`src/design/csa_pkg.sv`:
```
// Shared types and constants for the chopped signal amplitude block.
// Used by csa_accum, csa_divsqrt and chopped_signal_amplitude.
`timescale 1ns / 1ps
package csa_pkg;

  localparam int MEAS_W     = 16;
  localparam int AMP_W      = 17;
  localparam int STROBE_W   = 6;
  localparam int PAIRS_W    = 13;
  localparam int CFG_DATA_W = 13;
  localparam int CFG_IDX_W  = 2;
  localparam int PROD_W     = 32;

  // Configuration register indexes
  localparam logic [CFG_IDX_W-1:0] CFG_MODE   = 2'd0;
  localparam logic [CFG_IDX_W-1:0] CFG_STROBE = 2'd1;
  localparam logic [CFG_IDX_W-1:0] CFG_PAIRS  = 2'd2;

  // Register reset values
  localparam logic                RST_MODE   = 1'b1;
  localparam logic [STROBE_W-1:0] RST_STROBE = 6'd20;
  localparam logic [PAIRS_W-1:0]  RST_PAIRS  = 13'd2000;

  typedef enum logic {
    OP_DIV,
    OP_SQRT
  } dv_op_t;

  typedef struct packed {
    logic busy;
    logic done;
  } dv_stat_t;

  typedef struct packed {
    logic busy;
    logic done;
    logic last;
  } acc_stat_t;

endpackage

```
`src/design/csa_accum.sv`:
```
// Per-pair accumulator: on-phase store, period tracking and running sums.
// Depends on csa_pkg.
`timescale 1ns / 1ps
module csa_accum import csa_pkg::*; #(
  parameter int LW  = 6,
  parameter int PCW = 13,
  parameter int PW  = 7,
  parameter int SW  = 5,
  parameter int MSW = 29,
  parameter int SQW = 46
) (
  input  logic                     clk,
  input  logic                     rst_n,
  input  logic                     step,
  input  logic                     clear,
  input  logic signed [MEAS_W-1:0] meas,
  input  logic signed [MEAS_W-1:0] refv,
  input  logic [LW-1:0]            len,
  input  logic [PCW-1:0]           cnt,
  output acc_stat_t                stat,
  output logic [PCW-1:0]           taken,
  output logic [PCW-1:0]           full_periods,
  output logic [SQW-1:0]           square_sum,
  output logic signed [MSW-1:0]    measure_sum,
  output logic signed [MSW-1:0]    reference_sum
);

  localparam int CW = ((PCW > PW) ? PCW : PW) + 1;
  localparam int DEPTH = 1 << SW;

  typedef enum logic [1:0] {
    A_IDLE,
    A_SQ,
    A_ADD
  } acc_state_t;

  acc_state_t state_r;

  logic [PW-1:0]  pos_r;
  logic [PCW-1:0] pcnt_r;
  logic [PCW-1:0] fullp_r;
  logic [SQW-1:0] sq_sum_r;
  logic signed [MSW-1:0] meas_sum_r;
  logic signed [MSW-1:0] ref_sum_r;
  logic counted_r;
  logic off_r;
  logic pend_r;
  logic last_r;
  logic signed [MEAS_W-1:0] meas_r;
  logic signed [MEAS_W-1:0] store_rd_r;
  logic [PROD_W-1:0] prod_r;

  logic signed [MEAS_W-1:0] store_mem [DEPTH];

  logic [PW-1:0]  two_len;
  logic [PW-1:0]  pos_eff;
  logic [PW-1:0]  pos_addr;
  logic           on_phase;
  logic           counted_nxt;
  logic           fits;
  logic [PCW-1:0] taken_nxt;
  logic           last_nxt;
  logic signed [MEAS_W:0]     diff;
  logic signed [2*MEAS_W+1:0] sq;

  assign two_len   = {len, 1'b0};
  assign pos_eff   = (pos_r >= two_len) ? '0 : pos_r;
  assign on_phase  = pos_eff < PW'(len);
  assign pos_addr  = on_phase ? pos_eff : pos_eff - PW'(len);
  // whole period must fit in what is left of the record
  assign fits      = (CW'(pcnt_r) + CW'(two_len)) <= CW'(cnt);
  assign counted_nxt = (pos_eff == '0) ? fits : counted_r;
  assign taken_nxt = pcnt_r + PCW'(1);
  assign last_nxt  = taken_nxt >= cnt;

  assign diff = MEAS_W'(store_rd_r) - MEAS_W'(meas_r);
  assign sq   = diff * diff;

  always_ff @(posedge clk) begin
    if (step && on_phase) begin
      store_mem[pos_addr[SW-1:0]] <= meas;
    end
    store_rd_r <= store_mem[pos_addr[SW-1:0]];
  end

  always_ff @(posedge clk) begin
    if (!rst_n) begin
      state_r    <= A_IDLE;
      pos_r      <= '0;
      pcnt_r     <= '0;
      fullp_r    <= '0;
      sq_sum_r   <= '0;
      meas_sum_r <= '0;
      ref_sum_r  <= '0;
      counted_r  <= 1'b0;
      off_r      <= 1'b0;
      pend_r     <= 1'b0;
      last_r     <= 1'b0;
    end else begin
      unique case (state_r)
        A_IDLE: begin
          if (clear) begin
            pos_r      <= '0;
            pcnt_r     <= '0;
            fullp_r    <= '0;
            sq_sum_r   <= '0;
            meas_sum_r <= '0;
            ref_sum_r  <= '0;
            counted_r  <= 1'b0;
          end else if (step) begin
            meas_r     <= meas;
            off_r      <= !on_phase && counted_nxt;
            pend_r     <= (pos_eff == two_len - PW'(1)) && counted_nxt;
            last_r     <= last_nxt;
            counted_r  <= counted_nxt;
            pos_r      <= pos_eff + PW'(1);
            pcnt_r     <= taken_nxt;
            meas_sum_r <= meas_sum_r + MSW'(meas);
            ref_sum_r  <= ref_sum_r + MSW'(refv);
            state_r    <= A_SQ;
          end
        end
        A_SQ: begin
          prod_r  <= off_r ? sq[PROD_W-1:0] : '0;
          state_r <= A_ADD;
        end
        A_ADD: begin
          sq_sum_r <= sq_sum_r + SQW'(prod_r);
          if (pend_r) begin
            fullp_r <= fullp_r + PCW'(1);
          end
          state_r <= A_IDLE;
        end
        default: state_r <= A_IDLE;
      endcase
    end
  end

  assign stat.busy     = state_r != A_IDLE;
  assign stat.done     = state_r == A_ADD;
  assign stat.last     = last_r;
  assign taken         = pcnt_r;
  assign full_periods  = fullp_r;
  assign square_sum    = sq_sum_r;
  assign measure_sum   = meas_sum_r;
  assign reference_sum = ref_sum_r;

endmodule

```
`src/design/csa_divsqrt.sv`:
```
// Shared shift-subtract unit: unsigned divide (one quotient bit per cycle)
// or integer square root (one root bit per cycle). Depends on csa_pkg.
`timescale 1ns / 1ps
module csa_divsqrt import csa_pkg::*; #(
  parameter int SQW = 46,
  parameter int DW  = 19
) (
  input  logic           clk,
  input  logic           rst_n,
  input  logic           start,
  input  dv_op_t         op,
  input  logic [SQW-1:0] num,
  input  logic [DW-1:0]  den,
  output dv_stat_t       stat,
  output logic [SQW-1:0] quot
);

  localparam int RW = ((DW + 1) > (SQW / 2 + 2)) ? (DW + 1) : (SQW / 2 + 2);
  localparam int NW = $clog2(SQW + 1);

  typedef enum logic {
    U_IDLE,
    U_RUN
  } unit_state_t;

  unit_state_t state_r;
  dv_op_t         op_r;
  logic [SQW-1:0] wr_r;
  logic [RW-1:0]  rem_r;
  logic [SQW-1:0] q_r;
  logic [DW-1:0]  den_r;
  logic [NW-1:0]  cnt_r;
  logic           done_r;

  logic [RW-1:0] cand;
  logic [RW-1:0] opnd;
  logic [RW:0]   diff;
  logic          ge;

  always_comb begin
    if (op_r == OP_SQRT) begin
      cand = {rem_r[RW-3:0], wr_r[SQW-1:SQW-2]};
      opnd = {q_r[RW-3:0], 2'b01};
    end else begin
      cand = {rem_r[RW-2:0], wr_r[SQW-1]};
      opnd = RW'(den_r);
    end
  end

  assign diff = {1'b0, cand} - {1'b0, opnd};
  assign ge   = !diff[RW];

  always_ff @(posedge clk) begin
    if (!rst_n) begin
      state_r <= U_IDLE;
      done_r  <= 1'b0;
      cnt_r   <= '0;
    end else begin
      done_r <= 1'b0;
      unique case (state_r)
        U_IDLE: begin
          if (start) begin
            op_r    <= op;
            wr_r    <= num;
            den_r   <= den;
            rem_r   <= '0;
            q_r     <= '0;
            cnt_r   <= (op == OP_SQRT) ? NW'(SQW / 2) : NW'(SQW);
            state_r <= U_RUN;
          end
        end
        U_RUN: begin
          rem_r <= ge ? diff[RW-1:0] : cand;
          q_r   <= {q_r[SQW-2:0], ge};
          wr_r  <= (op_r == OP_SQRT) ? {wr_r[SQW-3:0], 2'b00} : {wr_r[SQW-2:0], 1'b0};
          cnt_r <= cnt_r - NW'(1);
          if (cnt_r == NW'(1)) begin
            done_r  <= 1'b1;
            state_r <= U_IDLE;
          end
        end
        default: state_r <= U_IDLE;
      endcase
    end
  end

  assign stat.busy = state_r != U_IDLE;
  assign stat.done = done_r;
  assign quot      = q_r;

endmodule

```
`src/design/chopped_signal_amplitude.sv`:
```
// Chopper amplitude estimator, top level: config registers, record-end
// sequencer and output register. Depends on csa_pkg, csa_accum, csa_divsqrt.
//
// Usage: sample pairs (measure, reference) arrive on the in_ channel with
// valid/stall; one result beat leaves on the out_ channel after every
// pair_count pairs. Configuration writes use cfg_valid/cfg_ready (always
// ready) with cfg_index 0 = chopper_mode, 1 = strobe_length, 2 = pair_count.
// Each pair passes the accumulator steps store read, square and add;
// in_stall is high after every accepted beat until the add is done.
// After the last pair of a record the shared shift-subtract unit runs a
// divide for the reference mean, a divide for the amplitude and, in chopper
// mode, a square root; a chopper record with no full period skips both
// of the latter. The unit width SQW is 32 + clog2(MAX_PAIRS + 1), rounded
// up to even; in_stall stays high until the result is loaded for output.
// Reset clears the running sums and counters and loads the register
// defaults; the on-phase store is not cleared. The result waits in the
// output register while out_stall is high; pairs of the next record are
// accepted meanwhile, and the next record end waits until that beat leaves.
`timescale 1ns / 1ps
module chopped_signal_amplitude import csa_pkg::*; #(
  parameter int MAX_STROBE = 32,
  parameter int MAX_PAIRS  = 4096
) (
  input  logic                       clk,
  input  logic                       rst_n,
  input  logic                       in_valid,
  output logic                       in_stall,
  input  logic signed [MEAS_W-1:0]   in_measure_sample,
  input  logic signed [MEAS_W-1:0]   in_reference_sample,
  output logic                       out_valid,
  input  logic                       out_stall,
  output logic signed [AMP_W-1:0]    out_amplitude,
  output logic signed [MEAS_W-1:0]   out_reference_mean,
  output logic                       out_no_full_period,
  input  logic                       cfg_valid,
  output logic                       cfg_ready,
  input  logic [CFG_IDX_W-1:0]       cfg_index,
  input  logic [CFG_DATA_W-1:0]      cfg_data
);

  localparam int LW   = $clog2(MAX_STROBE + 1);
  localparam int PCW  = $clog2(MAX_PAIRS + 1);
  localparam int PW   = LW + 1;
  localparam int SW   = (MAX_STROBE > 1) ? $clog2(MAX_STROBE) : 1;
  localparam int MSW  = MEAS_W + PCW;
  localparam int SQW  = PROD_W + PCW + (PCW % 2);
  localparam int DW   = PCW + LW;
  localparam int LCW  = (LW > STROBE_W) ? LW : STROBE_W;
  localparam int PCCW = (PCW > PAIRS_W) ? PCW : PAIRS_W;

  typedef enum logic [3:0] {
    ST_IDLE,
    ST_ACC,
    ST_MUL,
    ST_RGO,
    ST_RWT,
    ST_AGO,
    ST_AWT,
    ST_SGO,
    ST_SWT,
    ST_OUT
  } seq_state_t;

  seq_state_t state_r;

  logic                mode_r;
  logic [STROBE_W-1:0] strobe_r;
  logic [PAIRS_W-1:0]  pairs_r;

  logic                      out_valid_r;
  logic signed [AMP_W-1:0]   amp_r;
  logic signed [MEAS_W-1:0]  rmean_r;
  logic                      flag_r;
  logic [DW-1:0]             terms_r;

  logic [LCW-1:0]  strobe_ext;
  logic [LCW-1:0]  len_full;
  logic [LW-1:0]   len;
  logic [PCCW-1:0] pairs_ext;
  logic [PCCW-1:0] cnt_full;
  logic [PCW-1:0]  cnt;

  logic                  acc_step;
  logic                  acc_clear;
  acc_stat_t             acc_stat;
  logic [PCW-1:0]        taken;
  logic [PCW-1:0]        fullp;
  logic [SQW-1:0]        sq_sum;
  logic signed [MSW-1:0] meas_sum;
  logic signed [MSW-1:0] ref_sum;
  logic [MSW-1:0]        meas_mag;
  logic [MSW-1:0]        ref_mag;

  logic           dv_start;
  dv_op_t         dv_op;
  logic [SQW-1:0] dv_num;
  logic [DW-1:0]  dv_den;
  dv_stat_t       dv_stat;
  logic [SQW-1:0] dv_q;

  logic [MEAS_W-1:0] rq;
  logic [AMP_W-1:0]  aq;
  logic              out_free;

  // effective strobe length and pair count, clamped into range
  assign strobe_ext = LCW'(strobe_r);
  assign len_full   = (strobe_ext == '0) ? LCW'(1) :
                      (strobe_ext > LCW'(MAX_STROBE)) ? LCW'(MAX_STROBE) : strobe_ext;
  assign len        = len_full[LW-1:0];
  assign pairs_ext  = PCCW'(pairs_r);
  assign cnt_full   = (pairs_ext == '0) ? PCCW'(1) :
                      (pairs_ext > PCCW'(MAX_PAIRS)) ? PCCW'(MAX_PAIRS) : pairs_ext;
  assign cnt        = cnt_full[PCW-1:0];

  assign in_stall  = state_r != ST_IDLE;
  assign acc_step  = in_valid && !in_stall;
  assign out_free  = !out_valid_r || !out_stall;
  assign acc_clear = (state_r == ST_OUT) && out_free;
  assign cfg_ready = 1'b1;

  assign meas_mag = meas_sum[MSW-1] ? MSW'(-meas_sum) : MSW'(meas_sum);
  assign ref_mag  = ref_sum[MSW-1] ? MSW'(-ref_sum) : MSW'(ref_sum);

  assign rq = dv_q[MEAS_W-1:0];
  assign aq = dv_q[AMP_W-1:0];

  always_comb begin
    dv_start = 1'b0;
    dv_op    = OP_DIV;
    dv_num   = SQW'(ref_mag);
    dv_den   = DW'(taken);
    case (state_r)
      ST_RGO: dv_start = 1'b1;
      ST_AGO: begin
        dv_start = 1'b1;
        if (mode_r) begin
          dv_num = sq_sum;
          dv_den = terms_r;
        end else begin
          dv_num = SQW'(meas_mag);
        end
      end
      ST_SGO: begin
        dv_start = 1'b1;
        dv_op    = OP_SQRT;
        dv_num   = dv_q;
      end
      default: ;
    endcase
  end

  always_ff @(posedge clk) begin
    if (!rst_n) begin
      mode_r   <= RST_MODE;
      strobe_r <= RST_STROBE;
      pairs_r  <= RST_PAIRS;
    end else if (cfg_valid && cfg_ready) begin
      unique case (cfg_index)
        CFG_MODE:   mode_r   <= cfg_data[0];
        CFG_STROBE: strobe_r <= cfg_data[STROBE_W-1:0];
        CFG_PAIRS:  pairs_r  <= cfg_data[PAIRS_W-1:0];
        default: ;
      endcase
    end
  end

  always_ff @(posedge clk) begin
    if (!rst_n) begin
      state_r     <= ST_IDLE;
      out_valid_r <= 1'b0;
    end else begin
      if (out_valid_r && !out_stall) begin
        out_valid_r <= 1'b0;
      end
      unique case (state_r)
        ST_IDLE: begin
          if (acc_step) begin
            state_r <= ST_ACC;
          end
        end
        ST_ACC: begin
          if (acc_stat.done) begin
            state_r <= acc_stat.last ? ST_MUL : ST_IDLE;
          end
        end
        ST_MUL: begin
          terms_r <= fullp * len;
          flag_r  <= 1'b0;
          state_r <= ST_RGO;
        end
        ST_RGO: state_r <= ST_RWT;
        ST_RWT: begin
          if (dv_stat.done) begin
            rmean_r <= ref_sum[MSW-1] ? -rq : rq;
            if (mode_r && fullp == '0) begin
              amp_r   <= '0;
              flag_r  <= 1'b1;
              state_r <= ST_OUT;
            end else begin
              state_r <= ST_AGO;
            end
          end
        end
        ST_AGO: state_r <= ST_AWT;
        ST_AWT: begin
          if (dv_stat.done) begin
            if (mode_r) begin
              state_r <= ST_SGO;
            end else begin
              amp_r   <= meas_sum[MSW-1] ? -aq : aq;
              state_r <= ST_OUT;
            end
          end
        end
        ST_SGO: state_r <= ST_SWT;
        ST_SWT: begin
          if (dv_stat.done) begin
            amp_r   <= aq;
            state_r <= ST_OUT;
          end
        end
        ST_OUT: begin
          if (out_free) begin
            out_valid_r        <= 1'b1;
            out_amplitude      <= amp_r;
            out_reference_mean <= rmean_r;
            out_no_full_period <= flag_r;
            state_r            <= ST_IDLE;
          end
        end
        default: state_r <= ST_IDLE;
      endcase
    end
  end

  assign out_valid = out_valid_r;

  csa_accum #(
    .LW  (LW),
    .PCW (PCW),
    .PW  (PW),
    .SW  (SW),
    .MSW (MSW),
    .SQW (SQW)
  ) u_accum (
    .clk           (clk),
    .rst_n         (rst_n),
    .step          (acc_step),
    .clear         (acc_clear),
    .meas          (in_measure_sample),
    .refv          (in_reference_sample),
    .len           (len),
    .cnt           (cnt),
    .stat          (acc_stat),
    .taken         (taken),
    .full_periods  (fullp),
    .square_sum    (sq_sum),
    .measure_sum   (meas_sum),
    .reference_sum (ref_sum)
  );

  csa_divsqrt #(
    .SQW (SQW),
    .DW  (DW)
  ) u_divsqrt (
    .clk   (clk),
    .rst_n (rst_n),
    .start (dv_start),
    .op    (dv_op),
    .num   (dv_num),
    .den   (dv_den),
    .stat  (dv_stat),
    .quot  (dv_q)
  );

  a_flag_zero_amp: assert property (@(posedge clk) disable iff (!rst_n)
    (out_valid && out_no_full_period) |-> (out_amplitude == '0))
    else $error("no_full_period beat with nonzero amplitude");

  a_unit_start_idle: assert property (@(posedge clk) disable iff (!rst_n)
    dv_start |-> !dv_stat.busy)
    else $error("shared unit started while busy");

  a_acc_step_idle: assert property (@(posedge clk) disable iff (!rst_n)
    acc_step |-> !acc_stat.busy)
    else $error("pair accepted while accumulator busy");

  a_clear_idle: assert property (@(posedge clk) disable iff (!rst_n)
    acc_clear |-> (!acc_stat.busy && !dv_stat.busy))
    else $error("record cleared while work in flight");

endmodule
```
`config.mk`:
```
export PLATFORM = sky130hd
export DESIGN_NAME = chopped_signal_amplitude
export DESIGN_NICKNAME = d
export VERILOG_FILES = /design/src/design/csa_pkg.sv /design/src/design/csa_accum.sv /design/src/design/csa_divsqrt.sv /design/src/design/chopped_signal_amplitude.sv
export SDC_FILE = /design/constraint.sdc
export NUM_CORES = 2
export LEC_CHECK = 0
export BUFFER_PORTS_ARGS = -buffer_cell sky130_fd_sc_hd__buf_4
export CORE_MARGIN = 2
export CORE_UTILIZATION = 50
export DETAILED_ROUTE_END_ITERATION = 12
export GPL_ROUTABILITY_DRIVEN = 0
export PLACE_DENSITY = 0.63
export SYNTH_ARGS = -nofsm -noshare
export SYNTH_HDL_FRONTEND = slang
export SYNTH_SLANG_ARGS = --single-unit
```
`constraint.sdc`:
```
create_clock -name clk -period 15.2 [get_ports clk]
set_input_delay 2.28 -clock clk [delete_from_list [all_inputs] [get_ports clk]]
set_output_delay 2.28 -clock clk [all_outputs]
set_load 0.1 [all_outputs]
```
# Yosys cells after proc, flatten, opt, wreduce, memory -nomap -nowiden
# Memories as Yosys holds them, arrays and structs flattened. A register that Yosys moved wholly into a read port is not among the register bits.
# Cells that the tools add are included.
[totals]
reg_bits = 447
ram_bits = 512
input_bits = 52
out_inout_bits = 37
word_cells = 211
n_memories = 1
[memory_table]
columns = ["name", "words", "width", "read_ports", "rd_ports_with_merged_regs", "write_ports", "line", "rtl"]
rows = [
  ["u_accum.store_mem", 32, 16, 1, 1, 1, "csa_accum.sv:53", "logic signed [MEAS_W-1:0] store_mem [DEPTH];"],
]
[op_classes]
n_addsub = 16
multipliers = 2
n_lt_le_gt_ge = 6
eq_ne = 28
mux = 76
bitwise_logic = 2
n_reduce_logical = 46
[op_table]
columns = ["op", "count"]
rows = [
  ["$pmux 46 s2", 4],
  ["$mux 46", 5],
  ["$mux 29", 6],
  ["$mux 13", 8],
  ["$mux 17", 6],
  ["$add 29x16->29", 2],
  ["$neg 29->29", 2],
  ["$pmux 17 s3", 1],
  ["$mux 25", 2],
  ["$mux 24", 2],
  ["$pmux 24 s2", 1],
  ["$add 46x32->46", 1],
  ["$pmux 4 s10", 1],
  ["$mul 17x17->32", 1],
  ["$mux 4", 8],
  ["$add 13x1->13 const B", 2],
  ["$logic_not 13->1", 2],
  ["$pmux 13 s2", 1],
  ["$sub 25x25->26", 1],
  ["$mux 6", 4],
  ["$reduce_and 2->1", 11],
  ["$mux 7", 3],
  ["$mul 13x6->19", 1],
  ["$neg 17->17", 1],
  ["46 further kinds", 100],
]

# Longest topological paths before layout
[depth]
word_depth = 9
mapped_depth = 39
ltp_nobuf = 38

# By module
# Synthesis repeated with hierarchy kept, for this count alone.
[unflattened]
hier_cells = 5327
area_unflattened_um2 = 59554.6
[by_module_without_submodules]
columns = ["mod", "n_inst", "cells_per_inst", "area_each_um2"]
rows = [
  ["csa_accum", 1, 3612, 42238.0],
  ["chopped_signal_amplitude", 1, 1050, 9502.9],
  ["csa_divsqrt", 1, 665, 7813.7],
]

# Worst setup path after synthesis
# Ideal clock, no wire load.
[synth_path]
kind = "register -> register"
start = "register u_accum.meas_r[0]"
end = "register u_accum.prod_r[31] (data pin)"
setup_time_ns = 0.266
arrival_ns = 8.250
t_required_ns = 14.934
path_slack_ns = 6.684
stages_incl_launch_ff = 37
n_path_buf = 1
cell_sequence = "edfxtp_1 > ha_1 > fa_1 > nor2b_1 > o31a_1 > o21ai_1 > nand2b_1 > a21o_1 > a21oi_1 > o21bai_1 > a21oi_1 > xnor2_1 > inv_2 > clkbuf_1 > nor2_1 > inv_1 > fa_1 > fa_1 > fa_1 > inv_1 > fa_1 > inv_1 > fa_1 > inv_1 > fa_1 > ha_1 > a2111oi_0 > a2111oi_0 > a2111oi_0 > o31ai_1 > a41oi_1 > o21ai_1 > a41oi_1 > a21oi_1 > xnor2_1 > xnor2_1 > nor2_1"
[synth_via]
elab_chain_len = 2
[synth_rtl]
columns = ["element", "line", "rtl"]
rows = [
  ["start, declared", "csa_accum.sv:49", "logic signed [MEAS_W-1:0] meas_r;"],
  ["start signal, assigned", "csa_accum.sv:111", "meas_r <= meas;"],
  ["$sub 16x16->17", "csa_accum.sv:76", "assign diff = MEAS_W'(store_rd_r) - MEAS_W'(meas_r);"],
  ["$mul 17x17->32", "csa_accum.sv:77", "assign sq = diff * diff;"],
  ["end signal, assigned", "csa_accum.sv:124", "prod_r <= off_r ? sq[PROD_W-1:0] : '0;"],
  ["end, declared", "csa_accum.sv:51", "logic [PROD_W-1:0] prod_r;"],
]
# No other way between the ends.
# A chain may end at the register's enable or synchronous reset.

# Worst setup path in the final report
# Same ends and word-level chain as after synthesis.

==> flow_summary.toml <==
[critical_path]
r2r-start = "u_accum.meas_r[0]$_DFFE_PP_"
critPathLaunchType = "flip-flop"
crit_type = "flip-flop to flip-flop"
critPathSlowestCell = "xnor2_1"
end_kind = "flip-flop"
critPathRequiredTime_ps = 15560
worstPathBufferInverterCount = 5
path_common_cell = "fa_1"
rr_worst_depth = 35
r2r_end = "u_accum.prod_r[31]$_SDFFCE_PN0P_"
crit_family = "adder cells"
rrSetupSlack_ps = 5540
cp_max_fo = 11
slowest_delay_ps = 710
cp_data_arrival_time_ps = 10020
path_depth = 35

[detailed_routing]
drt-pass1-iter-count = 6
drcViolationCount = 0
drt_iter0_markers = 3641
ant_nets = 0
detail_route.vias_per_cell = 5.78
wl_um = 157000
wire_per_inst_um = 22.3
vias = 40600

[place]
placed_area_mm2 = 0.0610
port_buffers = 87
place_inst = 6832
hpwl_um = 110000

[clock_network]
cts_max_path_buffers = 3
htree_levels = 3
insertion_delay_ps = 720
cts.sinks = 974
cts_tree = "done"
post_cts_resized = 0
postCtsSetupBuffers = 0
numCtsBuffers = 104
root_buffer = "clkbuf_16"
cts_hold_buffers = 0
clk_pin_slew_ps = 60

[timing]
slew_headroom_pct = 9.80
fin_crit_ps = 9660
finalHoldViolCount = 0
fmax_ghz = 0.104
slew_violations = 0
finClkSkew_ps = 87.2
holdWs_ps = 418
period_share_pct = 63.5
setup_tns_ps = 0
worstMarginPinSlew_ps = 1350
setup_viol = 0
grt_setup_unrepaired = "no"

[synthesis]
yosys-top-cells-count = "edfxtp_1 (782), nand2_1 (603), inv_1 (436)"
synth_top_cell_by_area = "edfxtp_1"
syn_inst = 5365
yosysUniqueCellTypes = 88
synthArstFlopShare_pct = 0
synth_seq_area_share_pct = 46.7
synth-seq-cells = 974
syn-cell-area_mm2 = 0.0586
synth_edf_count = 782
avgSynthCellArea_um2 = 10.9
synth_most_common_cell = "edfxtp_1"
ys_warn_count = 0
synth_area_leaders = "edfxtp_1 (40%), fa_1 (11%), dfxtp_1 (6.6%)"
syn_nets = 6017
synth_flop_cell = "edfxtp_1"
synth_top_cell_area_share_pct = 40.1

[cells_and_area]
n_fill_cell = 9910
multiInputGateArea_mm2 = 0.0286
fin_cells = 7027
seqCellArea_mm2 = 0.0273
num_antenna_cells = 0
final_nets = 6066
area_growth_pct = 10.0
final_layout_size_suffix_gt1_share_pct = 7.90
post-route-cell-area_mm2 = 0.0644

[die]
placeableCoreArea_mm2 = 0.116
initial_core_util_pct = 50.4
dieArea_mm2 = 0.120
num_rows = 125
chipWidth_um = 346
die_h_um = 346
io-pin-count = 89

[grt]
antenna_found_initial = 0
grt_max_degree = 116
grt_first_pass_wirelength_um = 242000
grtUsageTotal_pct = 26.2
grt_pass1_vias = 40600
overflow = 0

[flow_run]
maxCapViolCount = 0

[run_status]
outcome = "finished, final reports clean"

[hold_path]
hp-start = "amp_r[3]$_DFFE_PP_"
min_path_type = "flip-flop to flip-flop"
hold_depth = 0
holdPathEnd = "out_amplitude[3]$_DFFE_PP_"
layout by cell type (no fill, tap or decap), types with 159 or more instances in the layout:
cell type,instances
edfxtp_1,782
a21oi_1,310
fa_1,309
ha_1,291
mux2i_1,265
dfxtp_1,189
nor2_1,366
buf_4,178
nand2_1,603
inv_1,435
xnor2_1,159
metal layers:
metal	part of all wire (%)	vias up	wire (um)	global-route usage, %
li1	-	19100	-	-
met1	43	20100	67900	35.6
met2	47	1230	74200	43.3
met3	5.5	254	8560	2.79
met4	4.0	0	6250	9.99
met5	0	-	0	0
cell type report:
type | count | share of cell area (%)
Sequential cell | 974 | 42.4
Clock buffer | 132 | 4.28
Clock inverter | 63 | 1.04
Multi-Input combinational cell | 3690 | 44.5
Tap cell | 1524 | 2.96
Inverter | 464 | 2.70
Timing Repair Buffer | 180 | 2.14
worst max path at each step:
stage / slack [ps] / endpoint / start
final: 5540 / u_accum.prod_r[31]$_SDFFCE_PN0P_ / u_accum.meas_r[0]$_DFFE_PP_
after global routing: 4900 / u_accum.prod_r[31]$_SDFFCE_PN0P_ / u_accum.meas_r[0]$_DFFE_PP_
after CTS: 5590 / u_accum.prod_r[31]$_SDFFCE_PN0P_ / u_accum.meas_r[0]$_DFFE_PP_
after detailed placement: 5670 / u_accum.prod_r[31]$_SDFFCE_PN0P_ / u_accum.meas_r[0]$_DFFE_PP_
after global placement: 5860 / u_accum.prod_r[31]$_SDFFCE_PN0P_ / u_accum.meas_r[0]$_DFFE_PP_
after floorplan: 6680 / u_accum.prod_r[31]$_SDFFCE_PN0P_ / u_accum.meas_r[0]$_DFFE_PP_
worst register-to-register path: cells and delay by family (launching register included):
family,cells,cell delay (ps)
buffers and inverters,5,550
xor gates and xnor gates,3,1060
DFF,1,360
AOI/OAI and AO/OA,14,2910
adders and majority gates,9,3860
and+or+nand+nor,4,610
sequential cells by signal (all words and copies together), names as in the netlist, 7 cells and up:
register / cells
amp_r: 17
out_amplitude: 17
out_reference_mean: 16
pairs_ext: 13
rmean_r: 16
terms_r: 19
u_accum.full_periods: 13
u_accum.meas_r: 16
u_accum.measure_sum: 29
u_accum.pos_r: 7
u_accum.prod_r: 31
u_accum.reference_sum: 29
u_accum.square_sum: 46
u_accum.store_mem: 512
u_accum.store_rd_r: 16
u_accum.taken: 13
u_divsqrt.den_r: 19
u_divsqrt.quot: 46
u_divsqrt.rem_r: 24
u_divsqrt.wr_r: 46
cell families (layout without fill, tap and decap cells):
| group | Yosys count | in the layout | synth area share (%) |
|---|---|---|---|
| AOI/OAI and AO/OA | 1022 | 1022 | 11.0 |
| DFF | 974 | 974 | 46.7 |
| adders and majority gates | 600 | 600 | 16.8 |
| muxes | 306 | 306 | 5.32 |
| buffers and inverters | 701 | 839 | 4.56 |
| other | 1 | 1 | 0.00640 |
| and+or+nand+nor | 1484 | 1484 | 11.6 |
| xor gates and xnor gates | 277 | 277 | 4.14 |
through the flow:
stage                     setup WS (ps)  utilization (%)
final                              5540             55.4
after floorplan                    6680                -
after CTS                          5590             55.4
after detailed placement           5670             52.5
after global placement             5860             52.5
after global routing               4900             55.4
Power is left out: the tool's default activity adds up to more than one toggle a clock period on the data nets, which glitch-free logic cannot reach.
